==> config.mk <==
export PLATFORM = sky130hd
export DESIGN_NAME = magic_length_frame_sync
export DESIGN_NICKNAME = d
export VERILOG_FILES = /design/src/rtl/mlfs_pkg.sv /design/src/rtl/mlfs_front.sv /design/src/rtl/mlfs_queue.sv /design/src/rtl/mlfs_back.sv /design/src/rtl/magic_length_frame_sync.sv
export SDC_FILE = /design/constraint.sdc
export NUM_CORES = 1
export LEC_CHECK = 0
export BUFFER_PORTS_ARGS = -buffer_cell sky130_fd_sc_hd__buf_2
export CORE_ASPECT_RATIO = 2
export CORE_MARGIN = 2
export CORE_UTILIZATION = 50
export DETAILED_ROUTE_END_ITERATION = 8
export GPL_TIMING_DRIVEN = 0
export PLACE_DENSITY_LB_ADDON = 0.25
export SLEW_MARGIN = 20
export SYNTH_ARGS = -nofsm -noshare
export SYNTH_HDL_FRONTEND = slang
export SYNTH_HIERARCHICAL = 1
export SYNTH_SLANG_ARGS = --single-unit
==> constraint.sdc <==
create_clock -name clock -period 17.2 [get_ports clock]
set_clock_uncertainty 0.05 [all_clocks]
set_input_delay 2.58 -clock clock [delete_from_list [all_inputs] [get_ports clock]]
set_output_delay 2.58 -clock clock [all_outputs]
set_load 0.02 [all_outputs]
==> src/rtl/mlfs_pkg.sv <==
package mlfs_pkg;

   localparam int BYTE_W       = 8;
   localparam int MAGIC_W      = 32;
   localparam int LEN_W        = 21;
   localparam int ERR_W        = 16;
   localparam int CSR_INDEX_W  = 1;
   localparam int CSR_DATA_W   = 32;

   localparam int HEADER_BYTES_DEF = 16;
   localparam int MAGIC_POS_DEF    = 0;
   localparam int LENGTH_POS_DEF   = 4;

   // command queue between parser and output sequencer
   localparam int QUEUE_DEPTH = 4;
   localparam int QPTR_W      = $clog2(QUEUE_DEPTH);
   localparam int QCNT_W      = $clog2(QUEUE_DEPTH + 1);

   localparam logic [MAGIC_W-1:0] MAGIC_RESET   = '0;
   localparam logic [LEN_W-1:0]   MAX_LEN_RESET = LEN_W'(4096);
   localparam logic [ERR_W-1:0]   ERR_MAX       = '1;

   localparam logic [CSR_INDEX_W-1:0] CSR_MAGIC_WORD       = 1'b0;
   localparam logic [CSR_INDEX_W-1:0] CSR_MAX_FRAME_LENGTH = 1'b1;

   localparam logic REQ_DATA  = 1'b0;
   localparam logic REQ_CLEAR = 1'b1;

   typedef enum logic [1:0] {
      CMD_BYTE,
      CMD_ABORT,
      CMD_HEADER
   } cmd_kind_type;

   typedef struct packed {
      cmd_kind_type            kind;
      logic [BYTE_W-1:0]       data;
      logic                    last;
      logic [LEN_W-1:0]        length;
      logic [ERR_W-1:0]        errors;
   } cmd_type;

endpackage

==> src/rtl/mlfs_front.sv <==
module mlfs_front
   import mlfs_pkg::*;
#(
   parameter int HEADER_BYTES = HEADER_BYTES_DEF,
   parameter int MAGIC_POS    = MAGIC_POS_DEF,
   parameter int LENGTH_POS   = LENGTH_POS_DEF
) (
   input  logic                                clock,
   input  logic                                reset,
   input  logic                                push,
   input  logic                                q_full,
   input  logic                                req_type,
   input  logic [BYTE_W-1:0]                   req_data_byte,
   input  logic [MAGIC_W-1:0]                  magic_word,
   input  logic [LEN_W-1:0]                    max_frame_length,
   output logic                                cmd_push,
   output cmd_type                             cmd,
   output logic [HEADER_BYTES-1:0][BYTE_W-1:0] cmd_window
);

   localparam int FILL_W = $clog2(HEADER_BYTES);

   logic [HEADER_BYTES-1:0][BYTE_W-1:0] window_ff, window_in;
   logic [HEADER_BYTES-1:0][BYTE_W-1:0] cand;
   logic [HEADER_BYTES-1:0][BYTE_W-1:0] shifted;
   logic [FILL_W-1:0]                   fill_ff, fill_in;
   logic                                in_frame_ff, in_frame_in;
   logic [LEN_W-1:0]                    remaining_ff, remaining_in;
   logic [LEN_W-1:0]                    remaining_dec;
   logic [LEN_W-1:0]                    cur_len_ff, cur_len_in;
   logic [ERR_W-1:0]                    err_ff, err_in;
   logic [MAGIC_W-1:0]                  magic_seen;
   logic [MAGIC_W-1:0]                  length_seen;
   logic                                header_ok;
   logic                                accept;

   assign accept = push && !q_full;

   // candidate window with the new byte in place, and its one-byte slide
   always_comb begin
      cand          = window_ff;
      cand[fill_ff] = req_data_byte;
      for (int i = 0; i < HEADER_BYTES - 1; i++) begin
         shifted[i] = cand[i + 1];
      end
      shifted[HEADER_BYTES-1] = '0;
      magic_seen  = '0;
      length_seen = '0;
      for (int k = 0; k < 4; k++) begin
         magic_seen  = {magic_seen[MAGIC_W-BYTE_W-1:0],
                        cand[(MAGIC_POS + k) % HEADER_BYTES]};
         length_seen = {length_seen[MAGIC_W-BYTE_W-1:0],
                        cand[(LENGTH_POS + k) % HEADER_BYTES]};
      end
      header_ok = (magic_seen == magic_word)
               && (length_seen >= MAGIC_W'(HEADER_BYTES))
               && (length_seen <= MAGIC_W'(max_frame_length));
   end

   assign remaining_dec = (remaining_ff != '0) ? remaining_ff - LEN_W'(1) : '0;

   always_comb begin
      window_in    = window_ff;
      fill_in      = fill_ff;
      in_frame_in  = in_frame_ff;
      remaining_in = remaining_ff;
      cur_len_in   = cur_len_ff;
      err_in       = err_ff;
      cmd_push     = 1'b0;
      cmd.kind     = CMD_BYTE;
      cmd.data     = req_data_byte;
      cmd.last     = 1'b0;
      cmd.length   = cur_len_ff;
      cmd.errors   = err_ff;
      cmd_window   = cand;
      if (accept) begin
         if (req_type == REQ_CLEAR) begin
            // report a discarded frame, drop any partial header
            cmd_push     = in_frame_ff;
            cmd.kind     = CMD_ABORT;
            cmd.last     = 1'b1;
            in_frame_in  = 1'b0;
            remaining_in = '0;
            fill_in      = '0;
         end else if (in_frame_ff) begin
            remaining_in = remaining_dec;
            in_frame_in  = (remaining_dec != '0);
            cmd_push     = 1'b1;
            cmd.last     = (remaining_dec == '0);
         end else if (fill_ff != FILL_W'(HEADER_BYTES - 1)) begin
            window_in = cand;
            fill_in   = fill_ff + FILL_W'(1);
         end else if (!header_ok) begin
            window_in = shifted;
            if (err_ff != ERR_MAX) begin
               err_in = err_ff + ERR_W'(1);
            end
         end else begin
            window_in    = cand;
            fill_in      = '0;
            cur_len_in   = length_seen[LEN_W-1:0];
            remaining_in = length_seen[LEN_W-1:0] - LEN_W'(HEADER_BYTES);
            in_frame_in  = (length_seen[LEN_W-1:0] != LEN_W'(HEADER_BYTES));
            cmd_push     = 1'b1;
            cmd.kind     = CMD_HEADER;
            cmd.length   = length_seen[LEN_W-1:0];
            cmd.last     = (length_seen[LEN_W-1:0] == LEN_W'(HEADER_BYTES));
         end
      end
   end

   always_ff @(posedge clock) begin
      window_ff <= window_in;
      if (reset) begin
         fill_ff      <= '0;
         in_frame_ff  <= 1'b0;
         remaining_ff <= '0;
         cur_len_ff   <= '0;
         err_ff       <= '0;
      end else begin
         fill_ff      <= fill_in;
         in_frame_ff  <= in_frame_in;
         remaining_ff <= remaining_in;
         cur_len_ff   <= cur_len_in;
         err_ff       <= err_in;
      end
   end

   a_fill_range: assert property (@(posedge clock) disable iff (reset)
      (FILL_W+1)'(fill_ff) < (FILL_W+1)'(HEADER_BYTES))
      else $error("header fill count out of range");

   a_frame_has_bytes: assert property (@(posedge clock) disable iff (reset)
      in_frame_ff |-> (remaining_ff != '0) && (fill_ff == '0))
      else $error("in frame with no bytes left or a partial header");

endmodule

==> src/rtl/mlfs_queue.sv <==
module mlfs_queue
   import mlfs_pkg::*;
#(
   parameter int HEADER_BYTES = HEADER_BYTES_DEF
) (
   input  logic                                clock,
   input  logic                                reset,
   input  logic                                wr_en,
   input  cmd_type                             wr_cmd,
   input  logic [HEADER_BYTES-1:0][BYTE_W-1:0] wr_window,
   output logic                                q_full,
   input  logic                                rd_en,
   output logic                                rd_valid,
   output cmd_type                             rd_cmd,
   output logic [HEADER_BYTES-1:0][BYTE_W-1:0] rd_window
);

   cmd_type                             cmd_mem [QUEUE_DEPTH];
   logic [HEADER_BYTES-1:0][BYTE_W-1:0] win_mem [QUEUE_DEPTH];
   logic [QPTR_W-1:0]                   wr_ptr_ff, wr_ptr_in;
   logic [QPTR_W-1:0]                   rd_ptr_ff, rd_ptr_in;
   logic [QCNT_W-1:0]                   count_ff, count_in;

   assign q_full    = (count_ff == QCNT_W'(QUEUE_DEPTH));
   assign rd_valid  = (count_ff != '0);
   assign rd_cmd    = cmd_mem[rd_ptr_ff];
   assign rd_window = win_mem[rd_ptr_ff];

   always_comb begin
      wr_ptr_in = wr_ptr_ff;
      rd_ptr_in = rd_ptr_ff;
      count_in  = count_ff;
      if (wr_en) begin
         wr_ptr_in = (wr_ptr_ff == QPTR_W'(QUEUE_DEPTH - 1)) ? '0 : wr_ptr_ff + QPTR_W'(1);
      end
      if (rd_en) begin
         rd_ptr_in = (rd_ptr_ff == QPTR_W'(QUEUE_DEPTH - 1)) ? '0 : rd_ptr_ff + QPTR_W'(1);
      end
      if (wr_en && !rd_en) begin
         count_in = count_ff + QCNT_W'(1);
      end else if (!wr_en && rd_en) begin
         count_in = count_ff - QCNT_W'(1);
      end
   end

   always_ff @(posedge clock) begin
      if (wr_en) begin
         cmd_mem[wr_ptr_ff] <= wr_cmd;
         win_mem[wr_ptr_ff] <= wr_window;
      end
   end

   always_ff @(posedge clock) begin
      if (reset) begin
         wr_ptr_ff <= '0;
         rd_ptr_ff <= '0;
         count_ff  <= '0;
      end else begin
         wr_ptr_ff <= wr_ptr_in;
         rd_ptr_ff <= rd_ptr_in;
         count_ff  <= count_in;
      end
   end

   a_no_overflow: assert property (@(posedge clock) disable iff (reset)
      q_full |-> !wr_en || rd_en)
      else $error("command queue written while full");

   a_no_underflow: assert property (@(posedge clock) disable iff (reset)
      rd_en |-> rd_valid)
      else $error("command queue read while empty");

endmodule

==> src/rtl/mlfs_back.sv <==
module mlfs_back
   import mlfs_pkg::*;
#(
   parameter int HEADER_BYTES = HEADER_BYTES_DEF
) (
   input  logic                                clock,
   input  logic                                reset,
   input  logic                                head_valid,
   input  cmd_type                             head,
   input  logic [HEADER_BYTES-1:0][BYTE_W-1:0] head_window,
   output logic                                head_pop,
   input  logic                                pop,
   output logic                                empty,
   output logic [BYTE_W-1:0]                   rsp_frame_byte,
   output logic                                rsp_first_of_frame,
   output logic                                rsp_last_of_frame,
   output logic [LEN_W-1:0]                    rsp_frame_length,
   output logic                                rsp_frame_aborted,
   output logic [ERR_W-1:0]                    rsp_error_total_out
);

   localparam int IDX_W = $clog2(HEADER_BYTES);

   logic              out_valid_ff, out_valid_in;
   logic [IDX_W-1:0]  idx_ff, idx_in;
   logic              idx_last;
   logic              load;
   logic [BYTE_W-1:0] byte_in;
   logic              first_in;
   logic              last_in;
   logic              aborted_in;
   logic [BYTE_W-1:0] byte_ff;
   logic              first_ff;
   logic              last_ff;
   logic              aborted_ff;
   logic [LEN_W-1:0]  length_ff;
   logic [ERR_W-1:0]  errors_ff;

   // the output word slot is free, or is being taken this cycle
   assign load     = head_valid && (!out_valid_ff || pop);
   assign idx_last = (idx_ff == IDX_W'(HEADER_BYTES - 1));

   always_comb begin
      unique case (head.kind)
         CMD_BYTE: begin
            byte_in    = head.data;
            first_in   = 1'b0;
            last_in    = head.last;
            aborted_in = 1'b0;
         end
         CMD_ABORT: begin
            byte_in    = '0;
            first_in   = 1'b0;
            last_in    = 1'b1;
            aborted_in = 1'b1;
         end
         CMD_HEADER: begin
            byte_in    = head_window[idx_ff];
            first_in   = (idx_ff == '0);
            last_in    = head.last && idx_last;
            aborted_in = 1'b0;
         end
         default: begin
            byte_in    = '0;
            first_in   = 1'b0;
            last_in    = 1'b0;
            aborted_in = 1'b0;
         end
      endcase
   end

   always_comb begin
      head_pop     = load && ((head.kind != CMD_HEADER) || idx_last);
      idx_in       = idx_ff;
      out_valid_in = out_valid_ff;
      if (load && (head.kind == CMD_HEADER)) begin
         idx_in = idx_last ? '0 : idx_ff + IDX_W'(1);
      end
      if (load) begin
         out_valid_in = 1'b1;
      end else if (pop) begin
         out_valid_in = 1'b0;
      end
   end

   always_ff @(posedge clock) begin
      if (load) begin
         byte_ff    <= byte_in;
         first_ff   <= first_in;
         last_ff    <= last_in;
         aborted_ff <= aborted_in;
         length_ff  <= head.length;
         errors_ff  <= head.errors;
      end
   end

   always_ff @(posedge clock) begin
      if (reset) begin
         out_valid_ff <= 1'b0;
         idx_ff       <= '0;
      end else begin
         out_valid_ff <= out_valid_in;
         idx_ff       <= idx_in;
      end
   end

   assign empty               = !out_valid_ff;
   assign rsp_frame_byte      = byte_ff;
   assign rsp_first_of_frame  = first_ff;
   assign rsp_last_of_frame   = last_ff;
   assign rsp_frame_length    = length_ff;
   assign rsp_frame_aborted   = aborted_ff;
   assign rsp_error_total_out = errors_ff;

   a_burst_on_header: assert property (@(posedge clock) disable iff (reset)
      (idx_ff != '0) |-> head_valid && (head.kind == CMD_HEADER))
      else $error("burst index advanced without a header at the queue head");

   a_burst_holds: assert property (@(posedge clock) disable iff (reset)
      (idx_ff != '0) && !load |=> $stable(idx_ff))
      else $error("burst index moved while the output word was held");

endmodule

==> src/rtl/magic_length_frame_sync.sv <==
// A byte that yields a word is written into the command queue when it is accepted;
// the output sequencer then registers that word onto the result ports when its slot frees.
// Throughput: one input byte per cycle; a passing header is replayed as HEADER_BYTES
// words at one word per cycle from the output sequencer while pop takes them, and push
// backs off (full) once the 4-entry command queue between parser and sequencer fills.
// Reset: synchronous, active high; clears parser, queue and output state, sets
// magic_word to 0 and max_frame_length to 4096. No clearing pass is needed.
module magic_length_frame_sync
   import mlfs_pkg::*;
#(
   parameter int HEADER_BYTES = HEADER_BYTES_DEF,
   parameter int MAGIC_POS    = MAGIC_POS_DEF,
   parameter int LENGTH_POS   = LENGTH_POS_DEF
) (
   input  logic                   clock,
   input  logic                   reset,
   input  logic                   push,
   output logic                   full,
   input  logic                   req_type,
   input  logic [BYTE_W-1:0]      req_data_byte,
   output logic                   empty,
   input  logic                   pop,
   output logic [BYTE_W-1:0]      rsp_frame_byte,
   output logic                   rsp_first_of_frame,
   output logic                   rsp_last_of_frame,
   output logic [LEN_W-1:0]       rsp_frame_length,
   output logic                   rsp_frame_aborted,
   output logic [ERR_W-1:0]       rsp_error_total_out,
   input  logic                   csr_write_enable,
   input  logic [CSR_INDEX_W-1:0] csr_index,
   input  logic [CSR_DATA_W-1:0]  csr_write_data
);

   logic [MAGIC_W-1:0]                  magic_ff, magic_in;
   logic [LEN_W-1:0]                    max_len_ff, max_len_in;
   logic                                q_full;
   logic                                cmd_push;
   cmd_type                             cmd;
   logic [HEADER_BYTES-1:0][BYTE_W-1:0] cmd_window;
   logic                                head_valid;
   logic                                head_pop;
   cmd_type                             head;
   logic [HEADER_BYTES-1:0][BYTE_W-1:0] head_window;

   always_comb begin
      magic_in   = magic_ff;
      max_len_in = max_len_ff;
      if (csr_write_enable) begin
         unique case (csr_index)
            CSR_MAGIC_WORD:       magic_in   = csr_write_data[MAGIC_W-1:0];
            CSR_MAX_FRAME_LENGTH: max_len_in = csr_write_data[LEN_W-1:0];
            default: ;
         endcase
      end
   end

   always_ff @(posedge clock) begin
      if (reset) begin
         magic_ff   <= MAGIC_RESET;
         max_len_ff <= MAX_LEN_RESET;
      end else begin
         magic_ff   <= magic_in;
         max_len_ff <= max_len_in;
      end
   end

   assign full = q_full;

   mlfs_front #(
      .HEADER_BYTES (HEADER_BYTES),
      .MAGIC_POS    (MAGIC_POS),
      .LENGTH_POS   (LENGTH_POS)
   ) u_front (
      .clock            (clock),
      .reset            (reset),
      .push             (push),
      .q_full           (q_full),
      .req_type         (req_type),
      .req_data_byte    (req_data_byte),
      .magic_word       (magic_ff),
      .max_frame_length (max_len_ff),
      .cmd_push         (cmd_push),
      .cmd              (cmd),
      .cmd_window       (cmd_window)
   );

   mlfs_queue #(
      .HEADER_BYTES (HEADER_BYTES)
   ) u_queue (
      .clock     (clock),
      .reset     (reset),
      .wr_en     (cmd_push),
      .wr_cmd    (cmd),
      .wr_window (cmd_window),
      .q_full    (q_full),
      .rd_en     (head_pop),
      .rd_valid  (head_valid),
      .rd_cmd    (head),
      .rd_window (head_window)
   );

   mlfs_back #(
      .HEADER_BYTES (HEADER_BYTES)
   ) u_back (
      .clock               (clock),
      .reset               (reset),
      .head_valid          (head_valid),
      .head                (head),
      .head_window         (head_window),
      .head_pop            (head_pop),
      .pop                 (pop),
      .empty               (empty),
      .rsp_frame_byte      (rsp_frame_byte),
      .rsp_first_of_frame  (rsp_first_of_frame),
      .rsp_last_of_frame   (rsp_last_of_frame),
      .rsp_frame_length    (rsp_frame_length),
      .rsp_frame_aborted   (rsp_frame_aborted),
      .rsp_error_total_out (rsp_error_total_out)
   );

   a_abort_marks: assert property (@(posedge clock) disable iff (reset)
      !empty && rsp_frame_aborted |-> rsp_last_of_frame && !rsp_first_of_frame)
      else $error("aborted word without last mark or with first mark");

endmodule
# After elaboration in Yosys (flattened, before gate mapping)
# Memories as Yosys holds them, arrays and structs flattened. A register that Yosys moved wholly into a read port is not among the register bits.
# Index checks and enable logic that the tools add are counted.
[word_totals]
register_bits = 304
ramBits = 704
inputBits = 47
output_inout_bits = 50
wordCells = 155
memories = 2
[classes]
addsub = 9
n_lt_le_gt_ge = 5
n_eq_ne = 14
muxes = 53
bitwise_logic = 5
reduce_logical = 33
[memory_table]
columns = ["name", "words", "width", "read_ports", "rd_ports_with_merged_regs", "wr", "line", "rtl"]
rows = [
  ["u_queue.win_mem", 4, 128, 1, 1, 1, "mlfs_queue.sv:19", "logic [HEADER_BYTES-1:0][BYTE_W-1:0] win_mem [QUEUE_DEPTH];"],
  ["u_queue.cmd_mem", 4, 48, 1, 1, 1, "mlfs_queue.sv:18", "cmd_type cmd_mem [QUEUE_DEPTH];"],
]
[op_table]
columns = ["op", "n"]
rows = [
  ["2-to-1 mux 128 bit", 2],
  ["2-to-1 mux 21 bit", 7],
  ["bitwise mux 128 bit", 1],
  ["2-to-1 mux 22 bit", 3],
  ["nonzero test 21 bit", 2],
  ["binary-select mux 8 bit (select 4 bit)", 1],
  ["demux 8 bit (select 4 bit)", 1],
  ["== test 32 bit", 1],
  [">= comparator 32 x 5 -> 1 bit (second input constant)", 1],
  ["less-or-equal comparator 32 x 21 -> 1 bit", 1],
  ["2-to-1 mux 2 bit", 11],
  ["== test 21 x 5 -> 1 bit (second input constant)", 1],
  ["zero test 21 bit", 1],
  ["inequality test 21 x 5 -> 1 bit (second input constant)", 1],
  ["subtractor 21 x 1 -> 21 bit (second input constant)", 1],
  ["subtractor 21 x 5 -> 21 bit (second input constant)", 1],
  ["2-to-1 mux 4 bit", 5],
  ["adder 16 x 1 -> 16 bit (second input constant)", 1],
  ["2-to-1 mux 1 bit", 16],
  ["2-to-1 mux 8 bit", 2],
  ["inequality test 16 bit (second input constant)", 1],
  ["case mux 8 bit (2 select lines)", 1],
  ["logical AND 1 bit", 10],
  ["less-than comparator 4 x 5 -> 1 bit (second input constant)", 2],
  ["other kinds (25)", 45],
]

# Longest topological paths before layout
[logic_depth]
word_depth = 17
depth_mapped = 25
depth_no_buf = 22

# Hierarchy
# The synthesis kept the hierarchy.
[modules_own_cells]
columns = ["module", "instances", "cells_per_inst", "area_each_um2", "seq_area_each_um2"]
rows = [
  ["mlfs_queue", 1, 964, 25851.0, 21320.4],
  ["mlfs_front", 1, 1462, 12813.5, 5104.9],
  ["mlfs_back", 1, 254, 2944.1, 1541.5],
  ["magic_length_frame_sync", 1, 210, 2224.6, 1061.0],
]

# Worst setup path after synthesis
# OpenSTA, ideal clock, no wires.
[synth_path]
path_kind = "in2reg"
start = "input req_data_byte[7]"
end = "memory u_queue/cmd_mem[0][0] (netlist bit), enable pin"
setup_time_ps = 557
arrival_ps = 9700
required_ps = 16593
path_slack_ps = 6893
path_stages = 15
n_path_buf = 2
cell_sequence = "clkbuf_1 -> inv_1 -> o21ai_0 -> ha_1 -> a21oi_1 -> o21ai_0 -> a21oi_1 -> nor4b_1 -> o21a_1 -> o211ai_1 -> o31ai_4 -> nand2_2 -> buf_6 -> a21oi_1 -> and2_1"
[synth_rtl]
columns = ["element", "line", "rtl"]
rows = [
  ["from (decl)", "magic_length_frame_sync.sv:20", "input logic [BYTE_W-1:0] req_data_byte,"],
  ["to (decl)", "mlfs_queue.sv:18", ""],
]

==> results.json <==
{
  "outcome": "finished, final reports clean",
  "synthMuxAreaShare_pct": 15.5,
  "r2r_start": "u_front/fill_ff[0]$_SDFFE_PP0P_",
  "core_area_sq_um": 86900,
  "ys_warn_count": 6,
  "clk_latency_ns": 0.70,
  "syn-num-nets": 2976,
  "hpwl_um": 90500,
  "synth_xor_area_share_pct": 0.839,
  "finalHoldViolations": 0,
  "grt_pass1_wl_um": 180000,
  "worst_slew_pin_slew_ns": 1.17,
  "cts_tree": "built",
  "startpoint_type": "input pin",
  "seq_area_sq_um": 29000,
  "grt_overflow": 0,
  "antenna_found_initial": 3,
  "synth_edf_count": 880,
  "reg2reg_depth": 20,
  "dp_slack_ns": 7.33,
  "cts_hold_buf": 0,
  "gp_congestion": 0.964,
  "final_antenna_net_count": 0,
  "hp-start": "u_front/cur_len_ff[13]$_SDFFE_PP0P_",
  "holdWs_ns": 0.411,
  "critPathKind": "input pin to register",
  "fill_cells": 6954,
  "min_to": "u_front/cur_len_ff[13]$_SDFFE_PP0P_",
  "min_path_type": "register to register",
  "relSlewSlack_pct": 19.5,
  "synthAdderAreaFrac_pct": 1.13,
  "clk_path_buf_depth": 3,
  "cts_resized": 0,
  "fp-row-count": 153,
  "netlist_area_sq_um": 43800,
  "via_count": 26000,
  "period_needed_ns": 9.19,
  "vias_per_cell": 6.01,
  "setup-violations-final": 0,
  "dieWidth_um": 213,
  "yosys-top-cells-area": "edfxtp_1 60%, mux4_2 9.0%, dfxtp_1 5.9%",
  "clk_pin_slew_worst_paths_ns": 0.06,
  "r2r_end": "u_queue/win_mem[3][40]$_DFFE_PP_",
  "slew_viol_final": 0,
  "port-buffer-count": 93,
  "ys_ff_latch": 1010,
  "start_util_pct": 50.4,
  "dieArea_sq_um": 90200,
  "stdcell_count": 4330,
  "synth_top_family_by_area": "multiplexers",
  "yosysTopAreaCellShare_pct": 60.3,
  "first_pass_iters": 5,
  "drv_cap": 0,
  "drc": 0,
  "clock_sinks": 1010,
  "power.leakage_nw": 16.7,
  "io_pins": 97,
  "first_global_vias": 26900,
  "fmax_ghz": 0.109,
  "arrival_ns": 9.50,
  "area_growth_pct": 12.2,
  "final_nets": 3180,
  "die_height_um": 423,
  "h-tree-depth": 3,
  "grt_max_degree": 54,
  "ys_async_sr_fraction_pct": 0,
  "rrSetupSlack_ns": 9.07,
  "layout-drive-gt1-share_pct": 18.2,
  "drt-total-wl_um": 125000,
  "dp.cells": 4168,
  "synth_cells": 2890,
  "wl_per_cell_um": 28.8,
  "yosys.area_share.simple_pct": 7.64,
  "power.density_nw_per_um2": 125,
  "cts_post_setup_buffers_inserted": 0,
  "synth_top_area_cell": "edfxtp_1",
  "grt_use_total_pct": 28.1,
  "holdPathStages": 2,
  "grt_setup_unrepaired": "false",
  "synth_compound_area_share_pct": 4.94,
  "synthFlopType": "edfxtp_1",
  "critPathCaptureType": "register",
  "critical_path_required_ns": 17.51,
  "seq_area_frac_synth_pct": 66.2,
  "min_period_over_period_pct": 53.4,
  "avgSynthCellArea_sq_um": 15.2,
  "vdd_drop_max_v": 0.0000909,
  "drtIter0Drc": 2099,
  "root_buffer": "clkbuf_16",
  "multi_input_area_sq_um": 13200,
  "synth_cell_types": 82,
  "cts_inserted_buffers": 86,
  "layout_setup_ws_ns": 8.01,
  "critPathMaxFanout": 46
}
stage by stage:
| stage | cell area, sq um | setup TNS, ns | total power (W) | utilization [%] |
|---|---|---|---|---|
| after detailed placement | 46300 | 0 | 0.00424 | 53.3 |
| after global routing | 49200 | 0 | 0.00636 | 56.6 |
| after CTS | 49200 | 0 | 0.00622 | 56.6 |
| after global placement | 45800 | -34.72 | 0.00421 | 52.6 |
| after floorplan | 43800 | 0 | 0.00377 | - |
| final | 49200 | 0 | 0.00616 | 56.6 |
logic make-up after synthesis:
group           count (synthesis)
mux                           455
xor+xnor                       42
simple gates                  638
flops                        1010
buf+inv                       355
compound gates                351
fa+ha+maj                      39
layout by cell type, fill, tap and decap left out, types with 10 or more instances in the layout:
cell,instances
xnor2_1,26
nor4_1,22
o211ai_1,12
a31oi_1,10
clkinv_2,19
nand2_1,152
buf_4,20
nor3b_1,11
and3_1,10
nand3b_1,17
edfxtp_1,880
mux2_2,24
buf_1,12
buf_6,25
inv_1,173
nor3_1,21
o21a_1,14
a22oi_1,22
buf_2,139
clkbuf_1,89
mux2i_1,254
nand4bb_1,10
nor2b_1,29
mux4_2,176
ha_1,38
buf_16,13
a21oi_1,159
dfxtp_1,130
nand3_1,62
xor2_1,16
o21ai_0,58
nand2b_1,87
clkinv_1,11
nor2_1,135
clkbuf_16,87
nand4_1,29
synth_stat cells (all sizes together), types with 5 or more instances:
cell,n
mux2,24
mux2i,255
xnor2,26
ha,38
inv,173
nand3,62
and3,10
o22ai,5
nand4bb,10
nor3,22
edfxtp,880
o211ai,12
nor2b,30
nand3b,17
or3,9
nand4,29
and2,10
a31oi,10
xor2,16
a22oi,22
o21a,14
mux4,176
or4,7
a21oi,159
nor2,136
nor4,22
dfxtp,130
clkbuf,80
a221oi,7
nand2,153
nand2b,87
buf,101
nor3b,14
o21ai,66
routing by layer:
layer | up-vias | part of all wire (%) | GRT usage, %
li1 | 11400 | - | -
met5 | - | 0 | 0
met2 | 958 | 53 | 50.2
met3 | 297 | 4.2 | 3.20
met4 | 0 | 8.0 | 19.9
met1 | 13400 | 34 | 30.6
layout make-up:
cell class                 count  area share [%]
antenna                        4          0.0203
buffer                       181            2.01
clock buffer                 106            4.73
clock inverter                52            1.10
inverter                     174            1.33
multi-input combinational   1525            26.8
sequential                  1010            59.0
tap                         1162            2.96
timing repair buffer         116            2.03
how the worst max path moves through the flow:
stage,cells past startpoint,from,end
final,19,req_data_byte[1],u_queue/win_mem[3][40]$_DFFE_PP_
after global routing,19,req_data_byte[1],u_queue/win_mem[2][34]$_DFFE_PP_
after CTS,19,req_data_byte[1],u_queue/cmd_mem[3][45]$_DFFE_PP_
after detailed placement,19,req_data_byte[1],u_queue/win_mem[3][15]$_DFFE_PP_
after floorplan,15,req_data_byte[7],u_queue/cmd_mem[0][0]$_DFFE_PP_
after global placement,15,req_data_byte[7],u_queue/win_mem[1][47]$_DFFE_PP_
power breakdown:
group	switching (W)	internal (W)	total, W
sequential	0.0000487	0.00285	0.00290
clock	0.000892	0.00109	0.00198
combinational	0.000794	0.000490	0.00128
total	0.00173	0.00443	0.00616
worst max-delay path, cell delays in order:
cell	delay (ns)
clkbuf_1	0.55
clkbuf_1	0.64
mux2i_1	0.40
inv_1	0.50
ha_1	0.34
nor2b_1	0.14
o211ai_1	0.15
a21oi_1	0.11
nor4b_1	0.33
o21a_1	0.22
o211ai_1	0.26
o31ai_4	0.50
nand2_2	0.14
buf_6	0.21
a21oi_1	0.71
and2_4	0.69
buf_16	0.31
buf_12	0.29
buf_16	0.29
flip-flops by register name, summed over array words and instances, names as in the netlist, named ones only:
register and cells:
u_front/window_ff 128, u_queue/rd_ptr_ff 2, u_back/rsp_error_total_out 16, u_back/rsp_last_of_frame 1, u_back/idx_ff 4, u_back/rsp_first_of_frame 1, magic_ff 32, u_queue/count_ff 3
u_back/rsp_frame_byte 8, u_back/rsp_frame_length 21, u_queue/cmd_mem 192, u_front/fill_ff 4, u_queue/win_mem 512, u_queue/wr_ptr_ff 2, u_back/out_valid_ff 1, u_front/remaining_ff 21
u_front/err_ff 16, u_front/in_frame_ff 1, u_back/rsp_frame_aborted 1, u_front/cur_len_ff 21, max_len_ff 21
No activity file was read; power rests on OpenSTA's default activity.
